File: src/hw/rtl/dhd_pkg.sv
// dhd_pkg: shared types, constants and result codes for the datagram header deframer.
// Used by dhd_core, dhd_fifo, datagram_header_deframer and dhd_checker. No dependencies.
`timescale 1ns / 1ps

package dhd_pkg;

    // Header geometry
    localparam int unsigned HDR_LEN = 12;
    localparam int unsigned POS_W   = 17;
    localparam int unsigned FIFO_DEPTH = 3;

    // Header byte positions
    localparam logic [3:0] POS_FLAGS_HI = 4'd0;
    localparam logic [3:0] POS_FLAGS_LO = 4'd1;
    localparam logic [3:0] POS_ID_HI    = 4'd2;
    localparam logic [3:0] POS_ID_LO    = 4'd3;
    localparam logic [3:0] POS_NLEN     = 4'd5;
    localparam logic [3:0] POS_DLEN_HI  = 4'd6;
    localparam logic [3:0] POS_DLEN_LO  = 4'd7;
    localparam logic [3:0] POS_ENV_HI   = 4'd8;
    localparam logic [3:0] POS_ENV_LO   = 4'd9;
    localparam logic [3:0] POS_HDR_LAST = 4'd11;

    // Result kinds
    localparam logic [2:0] KIND_HEADER    = 3'd0;
    localparam logic [2:0] KIND_NAME      = 3'd1;
    localparam logic [2:0] KIND_PAYLOAD   = 3'd2;
    localparam logic [2:0] KIND_DONE      = 3'd3;
    localparam logic [2:0] KIND_TOO_SHORT = 3'd4;

    typedef struct packed {
        logic [2:0]  kind;
        logic [15:0] flag_bits;
        logic [15:0] message_id;
        logic [7:0]  name_length;
        logic [15:0] payload_length;
        logic [15:0] environment;
        logic [7:0]  section_byte;
        logic [16:0] frame_length;
        logic        last;
    } res_t;

    // Up to two results produced by one input byte, in order
    typedef struct packed {
        logic [1:0] count;
        res_t       first;
        res_t       second;
    } push_t;

    // Next slot of the three-entry result queue
    function automatic logic [1:0] ptr_inc(input logic [1:0] p);
        ptr_inc = (p == 2'(FIFO_DEPTH - 1)) ? 2'd0 : p + 2'd1;
    endfunction

endpackage

File: src/hw/rtl/datagram_header_deframer.sv
// datagram_header_deframer: top level, byte-stream datagram header deframer.
// Depends on dhd_pkg, dhd_core and dhd_fifo.
//
//  channel | ports                         | direction | beat
//  s_      | byte_value, end_of_buffer     | in        | one buffer byte
//  m_      | kind, header fields, section_ | out       | one result (header, name/
//          | byte, frame_length, last      |           | payload byte, done, too_short)
//
// One byte per cycle while results are drained each cycle and no byte yields two;
// a byte that yields two results holds off the next byte, set by the single read port of the
// three-entry result queue. s_ready depends only on the queue fill level.
// Results are registered in the result queue before they reach m_, behind any earlier results.
// Reset (aresetn low, synchronous) empties the queue and rearms the deframer.
`timescale 1ns / 1ps

module datagram_header_deframer (
    input  logic        aclk,
    input  logic        aresetn,
    input  logic        s_valid,
    output logic        s_ready,
    input  logic [7:0]  s_byte_value,
    input  logic        s_end_of_buffer,
    output logic        m_valid,
    input  logic        m_ready,
    output logic [2:0]  m_kind,
    output logic [15:0] m_flag_bits,
    output logic [15:0] m_message_id,
    output logic [7:0]  m_name_length,
    output logic [15:0] m_payload_length,
    output logic [15:0] m_environment,
    output logic [7:0]  m_section_byte,
    output logic [16:0] m_frame_length,
    output logic        m_last
);

    dhd_pkg::push_t push;
    dhd_pkg::res_t  res;
    logic           in_fire;
    logic [1:0]     level;

    assign in_fire = s_valid && s_ready;

    dhd_core u_core (
        .aclk          (aclk),
        .aresetn       (aresetn),
        .in_fire       (in_fire),
        .byte_value    (s_byte_value),
        .end_of_buffer (s_end_of_buffer),
        .push          (push)
    );

    dhd_fifo u_fifo (
        .aclk    (aclk),
        .aresetn (aresetn),
        .push    (push),
        .room    (s_ready),
        .level   (level),
        .m_valid (m_valid),
        .m_ready (m_ready),
        .m_res   (res)
    );

    assign m_kind           = res.kind;
    assign m_flag_bits      = res.flag_bits;
    assign m_message_id     = res.message_id;
    assign m_name_length    = res.name_length;
    assign m_payload_length = res.payload_length;
    assign m_environment    = res.environment;
    assign m_section_byte   = res.section_byte;
    assign m_frame_length   = res.frame_length;
    assign m_last           = res.last;

    // Checks
    a_reset_empty: assert property (@(posedge aclk) !aresetn |=> !m_valid)
        else $error("result valid straight after reset");

    a_level_bound: assert property (@(posedge aclk) disable iff (!aresetn)
        level != 2'd0 || !m_valid)
        else $error("result valid with empty queue");

    a_end_is_last: assert property (@(posedge aclk) disable iff (!aresetn)
        m_valid && (m_kind == dhd_pkg::KIND_DONE || m_kind == dhd_pkg::KIND_TOO_SHORT)
            |-> m_last)
        else $error("done or too_short not marked last");

    a_done_length: assert property (@(posedge aclk) disable iff (!aresetn)
        m_valid && m_kind == dhd_pkg::KIND_DONE
            |-> m_frame_length >= 17'(dhd_pkg::HDR_LEN))
        else $error("done with frame length below header size");

    a_no_overflow: assert property (@(posedge aclk) disable iff (!aresetn)
        in_fire |-> level <= 2'd1)
        else $error("byte taken without room for two results");

endmodule

File: src/hw/rtl/dhd_core.sv
// dhd_core: deframing state and per-byte result logic.
// Depends on dhd_pkg.
`timescale 1ns / 1ps

module dhd_core (
    input  logic          aclk,
    input  logic          aresetn,
    input  logic          in_fire,
    input  logic [7:0]    byte_value,
    input  logic          end_of_buffer,
    output dhd_pkg::push_t push
);

    localparam logic [16:0] HdrLen = 17'(dhd_pkg::HDR_LEN);

    logic [16:0] pos_reg,   pos_next;
    logic [15:0] flags_reg, flags_next;
    logic [15:0] id_reg,    id_next;
    logic [7:0]  nlen_reg,  nlen_next;
    logic [15:0] dlen_reg,  dlen_next;
    logic [15:0] env_reg,   env_next;
    logic        zero_seen_reg, zero_seen_next;
    logic        finished_reg,  finished_next;

    logic [17:0] pos_inc;
    logic        in_header;
    logic [16:0] name_end;
    logic [16:0] total;
    logic        zs_eff;
    logic        primary;
    logic        done;
    dhd_pkg::res_t prim_res, sec_res, blank;

    assign pos_inc   = {1'b0, pos_reg} + 18'd1;
    assign in_header = (pos_reg < HdrLen);
    assign name_end  = HdrLen + {9'd0, nlen_reg};

    // Header field capture, big-endian
    always_comb begin
        flags_next = flags_reg;
        id_next    = id_reg;
        nlen_next  = nlen_reg;
        dlen_next  = dlen_reg;
        env_next   = env_reg;
        if (in_header) begin
            case (pos_reg[3:0])
                dhd_pkg::POS_FLAGS_HI, dhd_pkg::POS_FLAGS_LO:
                    flags_next = {flags_reg[7:0], byte_value};
                dhd_pkg::POS_ID_HI, dhd_pkg::POS_ID_LO:
                    id_next = {id_reg[7:0], byte_value};
                dhd_pkg::POS_NLEN:
                    nlen_next = byte_value;
                dhd_pkg::POS_DLEN_HI, dhd_pkg::POS_DLEN_LO:
                    dlen_next = {dlen_reg[7:0], byte_value};
                dhd_pkg::POS_ENV_HI, dhd_pkg::POS_ENV_LO:
                    env_next = {env_reg[7:0], byte_value};
                default: ;
            endcase
        end
    end

    // Frame length and completion test
    assign total = HdrLen + {9'd0, nlen_next} + {1'b0, dlen_next};
    assign done  = (pos_inc >= {1'b0, HdrLen}) && (pos_inc == {1'b0, total});

    // Zero fill within a section, strncpy style
    assign zs_eff = (pos_reg == HdrLen || pos_reg == name_end) ? 1'b0 : zero_seen_reg;

    // Result formation
    always_comb begin
        blank    = '0;
        prim_res = '0;
        sec_res  = '0;
        primary  = 1'b0;
        if (in_header) begin
            primary                 = (pos_reg[3:0] == dhd_pkg::POS_HDR_LAST);
            prim_res.kind           = dhd_pkg::KIND_HEADER;
            prim_res.flag_bits      = flags_next;
            prim_res.message_id     = id_next;
            prim_res.name_length    = nlen_next;
            prim_res.payload_length = dlen_next;
            prim_res.environment    = env_next;
        end else begin
            primary               = 1'b1;
            prim_res.kind         = (pos_reg < name_end) ? dhd_pkg::KIND_NAME
                                                         : dhd_pkg::KIND_PAYLOAD;
            prim_res.section_byte = zs_eff ? 8'd0 : byte_value;
        end
        if (done) begin
            sec_res.kind         = dhd_pkg::KIND_DONE;
            sec_res.frame_length = total;
        end else begin
            sec_res.kind = dhd_pkg::KIND_TOO_SHORT;
        end
        sec_res.last = 1'b1;

        push = '{count: 2'd0, first: blank, second: blank};
        if (in_fire && !finished_reg) begin
            if (primary && (done || end_of_buffer)) begin
                push.count  = 2'd2;
                push.first  = prim_res;
                push.second = sec_res;
            end else if (primary) begin
                push.count      = 2'd1;
                push.first      = prim_res;
                push.first.last = 1'b1;
            end else if (done || end_of_buffer) begin
                push.count = 2'd1;
                push.first = sec_res;
            end
        end
    end

    // Position, zero tracking and frame completion
    always_comb begin
        pos_next       = pos_reg;
        zero_seen_next = zero_seen_reg;
        finished_next  = finished_reg;
        if (in_fire) begin
            if (finished_reg) begin
                if (end_of_buffer) begin
                    finished_next = 1'b0;
                    pos_next      = '0;
                    zero_seen_next = 1'b0;
                end
            end else begin
                if (!in_header)
                    zero_seen_next = zs_eff | (byte_value == 8'd0);
                if (done)
                    finished_next = 1'b1;
                if (end_of_buffer) begin
                    pos_next       = '0;
                    zero_seen_next = 1'b0;
                    finished_next  = 1'b0;
                end else begin
                    pos_next = pos_inc[16:0];
                end
            end
        end
    end

    always_ff @(posedge aclk) begin
        if (!aresetn) begin
            pos_reg       <= '0;
            flags_reg     <= '0;
            id_reg        <= '0;
            nlen_reg      <= '0;
            dlen_reg      <= '0;
            env_reg       <= '0;
            zero_seen_reg <= 1'b0;
            finished_reg  <= 1'b0;
        end else begin
            pos_reg       <= pos_next;
            zero_seen_reg <= zero_seen_next;
            finished_reg  <= finished_next;
            if (in_fire && !finished_reg) begin
                flags_reg <= flags_next;
                id_reg    <= id_next;
                nlen_reg  <= nlen_next;
                dlen_reg  <= dlen_next;
                env_reg   <= env_next;
            end
        end
    end

endmodule

File: src/hw/rtl/dhd_fifo.sv
// dhd_fifo: three-entry result queue, up to two writes and one read per cycle.
// Depends on dhd_pkg.
`timescale 1ns / 1ps

module dhd_fifo (
    input  logic           aclk,
    input  logic           aresetn,
    input  dhd_pkg::push_t push,
    output logic           room,
    output logic [1:0]     level,
    output logic           m_valid,
    input  logic           m_ready,
    output dhd_pkg::res_t  m_res
);

    dhd_pkg::res_t mem [dhd_pkg::FIFO_DEPTH];

    logic [1:0] wr_reg, wr_next;
    logic [1:0] rd_reg, rd_next;
    logic [1:0] cnt_reg, cnt_next;
    logic       pop;
    logic [1:0] wr_second;

    assign pop       = m_valid && m_ready;
    assign wr_second = dhd_pkg::ptr_inc(wr_reg);

    // Room for a worst-case beat of two results, registered-only decision
    assign room    = (cnt_reg <= 2'd1);
    assign level   = cnt_reg;
    assign m_valid = (cnt_reg != 2'd0);
    assign m_res   = mem[rd_reg];

    // Pointer and fill bookkeeping
    always_comb begin
        wr_next  = wr_reg;
        rd_next  = pop ? dhd_pkg::ptr_inc(rd_reg) : rd_reg;
        cnt_next = cnt_reg + push.count - {1'b0, pop};
        case (push.count)
            2'd1:    wr_next = wr_second;
            2'd2:    wr_next = dhd_pkg::ptr_inc(wr_second);
            default: wr_next = wr_reg;
        endcase
    end

    always_ff @(posedge aclk) begin
        if (!aresetn) begin
            wr_reg  <= '0;
            rd_reg  <= '0;
            cnt_reg <= '0;
        end else begin
            wr_reg  <= wr_next;
            rd_reg  <= rd_next;
            cnt_reg <= cnt_next;
        end
    end

    // Result storage
    always_ff @(posedge aclk) begin
        if (push.count != 2'd0)
            mem[wr_reg] <= push.first;
        if (push.count == 2'd2)
            mem[wr_second] <= push.second;
    end

endmodule

File: config.mk
export PLATFORM = sky130hd
export DESIGN_NAME = datagram_header_deframer
export DESIGN_NICKNAME = d
export VERILOG_FILES = /design/src/hw/rtl/dhd_pkg.sv /design/src/hw/rtl/datagram_header_deframer.sv /design/src/hw/rtl/dhd_core.sv /design/src/hw/rtl/dhd_fifo.sv
export SDC_FILE = /design/constraint.sdc
export NUM_CORES = 1
export LEC_CHECK = 0
export BUFFER_PORTS_ARGS = -buffer_cell sky130_fd_sc_hd__buf_2
export CAP_MARGIN = 20
export CORE_MARGIN = 8
export CORE_UTILIZATION = 23
export CTS_CLUSTER_DIAMETER = 200
export DETAILED_ROUTE_END_ITERATION = 16
export SYNTH_ARGS = -nofsm -noshare
export SYNTH_HDL_FRONTEND = slang
export SYNTH_SLANG_ARGS = --single-unit
File: constraint.sdc
create_clock -name aclk -period 7.1 [get_ports aclk]
set_input_delay 1.42 -clock aclk [delete_from_list [all_inputs] [get_ports aclk]]
set_output_delay 1.42 -clock aclk [all_outputs]
set_load 0.02 [all_outputs]
# Word-level counts from Yosys, hierarchy flattened
# Memories as Yosys holds them, arrays and structs flattened. A register that Yosys moved wholly into a read port is not among the register bits.
# Index checks and enable logic that the tools add are counted.
dict set report totals {
  output_inout_bits 103
  memories 1
  reg_bits 97
  mem_bits_rw 303
}
# memory words word_bits rd rd_ports_with_merged_regs write_ports line
set memory_table {}
lappend memory_table {u_fifo.mem 3 101 1 1 2 dhd_fifo.sv:16} ;# dhd_pkg::res_t mem [dhd_pkg::FIFO_DEPTH];
dict set report classes {
  n_addsub 9
  reduce_logical 19
  n_mux 45
  eq_ne 19
  magnitude_cmp 4
  bitwise_logic 1
}
# operator count
set ops {}
lappend ops {{$mux 103} 2}
lappend ops {{$mux 204} 1}
lappend ops {{$mux 16} 8}
lappend ops {{$mux 102} 1}
lappend ops {{$mux 101} 1}
lappend ops {{$mux 72} 1}
lappend ops {{$mux 17} 4}
lappend ops {{$mux 8} 4}
lappend ops {{$add 17x1->18 const B} 1}
lappend ops {{$add 4x8->9 const A} 2}
lappend ops {{$eq 18x17->1} 1}
lappend ops {{$ge 18x4->1 const B} 1}
lappend ops {{$add 17x16->17} 1}
lappend ops {{$eq 17x17->1} 1}
lappend ops {{$eq 17x4->1 const B} 1}
lappend ops {{$lt 17x17->1} 1}
lappend ops {{$lt 17x4->1 const B} 1}
lappend ops {{$mux 1} 14}
lappend ops {{$eq 4x3->1 const B} 3}
lappend ops {{$eq 4x4->1 const B} 3}
lappend ops {{$mux 2} 6}
lappend ops {{$eq 2x2->1 const B} 4}
lappend ops {{$eq 4x2->1 const B} 2}
lappend ops {{$logic_not 8->1} 1}
lappend ops {{other kinds (18)} 32}

# Logic depth before layout (Yosys ltp)
dict set report logic_depth {
  word_depth 15
  mapped_depth 29
}

# By module
# Synthesis repeated with hierarchy kept, for this count alone.
dict set report unflattened {
  cells_unflattened 2175
  area_unflattened_um2 23344.9
}
# module cells_per_inst area_each_um2 instances
set by_module_without_submodules {}
lappend by_module_without_submodules {dhd_fifo 1026 15533.6 1}
lappend by_module_without_submodules {dhd_core 1148 7805.0 1}
lappend by_module_without_submodules {datagram_header_deframer 1 6.3 1}

# Worst setup path before layout
# Ideal clock, no wire load.
dict set report synth_path {
  kind {reg-to-reg}
  startpoint {register u_core.pos_reg[9]}
  endpoint {memory u_fifo.mem[1][0] (netlist name) (enable)}
  arrival_time_ns 6.971
  setup_time_ns 0.376
  stages_incl_launch_ff 29
  slack_ns -0.247
  path_cell_list {dfxtp_1 buf_4 nor4_2 nand4_2 a21oi_1 nand3_1 mux2i_1 ha_1 nor3_1 xnor2_1 ha_1 a21o_1 or4_1 o22ai_4 xor2_1 mux2i_1 a221oi_1 nand4_1 or3_1 buf_6 nand2b_1 ha_1 clkbuf_1 nor2b_1 nand2_1 nor3_1 nor2_1 clkbuf_1 inv_1}
}
# element line
set synth_rtl {}
lappend synth_rtl {{start: declaration} dhd_core.sv:16} ;# logic [16:0] pos_reg, pos_next;
lappend synth_rtl {{start signal: assignment} dhd_core.sv:153} ;# pos_reg <= pos_next;
lappend synth_rtl {{end: declaration} dhd_fifo.sv:16}

==> results.md <==
* Vias per Instance at slightly below 5
* Post-DP Area at about 0.021 sq mm
* GRT Total Usage at 12.8%
* Adder-cell share of the synthesized area at between 1.5 and 2%
* Most frequent CP cell: o21ai_0
* Starting Density at between 20 and 25%
* Syn. warnings at 0
* First-pass GRT wire length at around 93000 um
* Mean post-synth cell area at between 8 and 9 sq um
* Inserted Clock Buffers at 44
* Mapped Area at 0.0188 sq mm
* Die Height at slightly above 300 um
* I/O pin count at between 100 and 150
* Commonest register cell after synthesis: dfxtp_1
* Synth cell types at 68
* Cell family with most CP delay: simple AND/OR/NAND/NOR gates
* Mux contribution to synthesized area at around 7%
* Final setup viols at 0
* RR Startpoint: u_core.pos_reg[12]
* Nets@finish at roughly 2300
* Pwr Total at roughly 5.7 mW
* Post-Layout Cell Count at between 3000 and 4000
* DP Cell Count at around 3200
* Initial antenna violation count at 6
* Share of the synthesized area in the top cell type at a little over a third
* CTS sink count at between 400 and 500
* Finished layout cell area at about 0.023 sq mm
* CTS HTree Levels at 2
* Worst setup margin at roughly 0.44 ns
* Power Dens Cells at roughly 250 mW/mm^2
* Largest family of logic cells by synthesized area: compound AO/OA/AOI/OAI gates
* Worst hold path type: flop to flop
* Fmax at about 150 MHz
* Leak at approximately 8 nW
* Worst VDD drop at between 0.00015 and 0.0002 V
* CP max stage delay at around 0.52 ns
* Critical path launch point type: flop
* Die W at between 300 and 400 um
* Iter 0 DRT Violations at approximately 1300
* Commonest cells in the netlist: nand2_1 (374), dfxtp_1 (339), a22o_1 (207)
* Hold EP: u_core.id_reg[14]
* # hold bufs at CTS at 0
* Grt ovf at 0
* Sequential area share after synthesis at 46.2%
* Simple-Gate Fraction of Synth Area at 17.1%
* Drt drc at 0
* Synth Instances at about 2100
* Max reg flops at just over 300
* Final period utilization at between 90 and 100%
* Max-cap violation count at 0
* Post-synth net total at approximately 2200
* Largest net degree at the start of global routing at around 130
* FF+latch count, synth at between 400 and 500
* PortBufs at 115
* Crit-path slowest cell: or3_2
* Pre-antenna DRT Iters at 7
* Ys async rst share at 0%
* Layout cells sized above 1 at between 10% and 20%
* DP HPWL at between 40000 and 50000 um
* Worst-path clk slew at ~0.050 ns
* Via count at around 16000
* Die area at ~0.091 sq mm
* Pre-CTS setup slack at between 0.3 and 0.4 ns
* CTS tree: done
* RSZ-0062 raised after global routing: true
* Critical path class: flop to flop
* Reg2Reg Depth at 27
* Detailed Route WL at between 60000 and 70000 um
* Fin crit period at roughly 6.7 ns
* Fin. max-slew vios at 0
* Clock Tree Buf Depth at 3
* FF-to-FF End: u_fifo.mem[2][49]
* Hold Vio Cnt, Final at 0
* P&R area growth vs syn at 20.2%
* ANT nets after route at 0
* Number of global-route vias before repair at roughly 15000
* Worst hold start: u_core.id_reg[14]
* Site row count at about 110
* Top cell type by total area after synthesis: dfxtp_1
* Worst Path Max Fanout at 40
* Worst-Skew Late Latency at approximately 0.59 ns
* Compound-cell area share of the yosys netlist at a little over a fifth
* Core ar. at between 0.08 and 0.09 sq mm
* EDFF count, synth at 63
* Cells taking the most area after synthesis: dfxtp_1 (36%), edfxtp_1 (10%), a22o_1 (9.6%)
* CTS root buf: clkbuf_16
* Crit path buf inv count at 4
* Crit end category: flop
* Minimum hold slack at approximately 0.45 ns
* Routed wire length per instance at around 18 um
* Hold Crit Depth at 2
* Worst reg-to-reg setup slack at 0.44 ns
* Critical path arrival at roughly 7 ns
* Xor-xnor portion of the synthesized cell area at under 10%
* Slew HR at 23.8%
* Count leader, synth: nand2_1
* Worst EP required at around 7.6 ns
* Clk_skew at around 0.018 ns
* GP Congestion at between 0.8 and 0.9
* Status: complete, no violations
* Worst-Margin Slew at about 1.1 ns
-- layout by cell type (no fill, tap or decap), drive strengths merged, types with 7 or more instances in the layout --
cell | netlist | layout
a211oi | 15 | 15
a21o | 10 | 10
a21oi | 133 | 133
a22o | 207 | 207
and2 | 13 | 13
and3 | 11 | 11
buf | 31 | 238
clkbuf | 146 | 64
clkinv | 1 | 11
dfxtp | 339 | 339
edfxtp | 63 | 63
ha | 26 | 26
inv | 28 | 29
mux2i | 128 | 128
nand2 | 375 | 375
nand2b | 7 | 7
nand3 | 65 | 65
nand4 | 13 | 13
nor2 | 112 | 112
nor3 | 73 | 73
nor4 | 10 | 10
o21a | 8 | 8
o21ai | 171 | 171
or3 | 7 | 7
xnor2 | 37 | 37
xor2 | 15 | 15
-- how the worst max path moves through the flow --
stage / from / end / slack, ns / cells after the start
2_1_floorplan: u_core.pos_reg[9] / u_fifo.mem[1][0] / 0.09 / 28
3_3_place_gp: s_byte_value[0] / u_fifo.mem[2][70] / 0.35 / 21
3_5_place_dp: s_byte_value[0] / u_fifo.mem[0][61] / 0.38 / 20
4_1_cts: u_core.pos_reg[12] / u_fifo.mem[1][61] / 0.45 / 24
5_1_grt: u_core.pos_reg[12] / u_fifo.mem[2][83] / -0.0009 / 28
6_report: u_core.pos_reg[12] / u_fifo.mem[2][49] / 0.44 / 27
-- where the power goes --
part	switching, mW	internal (mW)	total [mW]
registers	0.105	2.37	2.47
logic	0.692	0.381	1.07
clock network	0.952	1.24	2.20
-- per-stage QoR --
step                TNS (ns)  utilization [%]
floorplan                  0                -
global placement           0             26.0
detailed placement         0             26.0
CTS                        0             27.7
global route        -0.00207             27.7
finish                     0             27.7
-- cell type report --
class	instances	area, sq um
sequential	402	8690
clock buffer	64	1270
tap	1070	1340
multi-input combinational	1510	9330
fill	8682	58900
antenna	3	7.51
clock inverter	14	109
timing repair buffer	238	1720
inverter	29	116
-- metal layers --
metal  vias up  part of all wire, %  global-route usage [%]
met5         -                0.051                       0
met4         4                  2.4                    3.57
met3        94                  6.4                    2.74
met2       449                   46                    20.6
met1      7725                   46                    17.3
li1       7766                    -                       -
-- worst min-delay path, stage by stage (launching register included) --
cell and delay, ns:
dfxtp_1 0.30, nand2_1 0.05, a21oi_1 0.05
-- what timing repair did --
| action | 4_1_cts | 5_1_grt |
|---|---|---|
| gates resized for setup | 0 | 1 |
| buffers inserted | 0 | 0 |
| endpoints found under the setup margin | 0 | 19 |
-- cell families (layout without fill, tap and decap cells) --
group                    after synthesis  in the layout
adder cells (fa/ha/maj)               27             27
other                                  0              3
flip-flops                           402            402
AO/OA/AOI/OAI                        583            583
buffers and inverters                206            345
multiplexers                         133            133
AND/OR/NAND/NOR                      715            715
XOR/XNOR                              52             52
No activity file was read; power rests on OpenSTA's default activity.
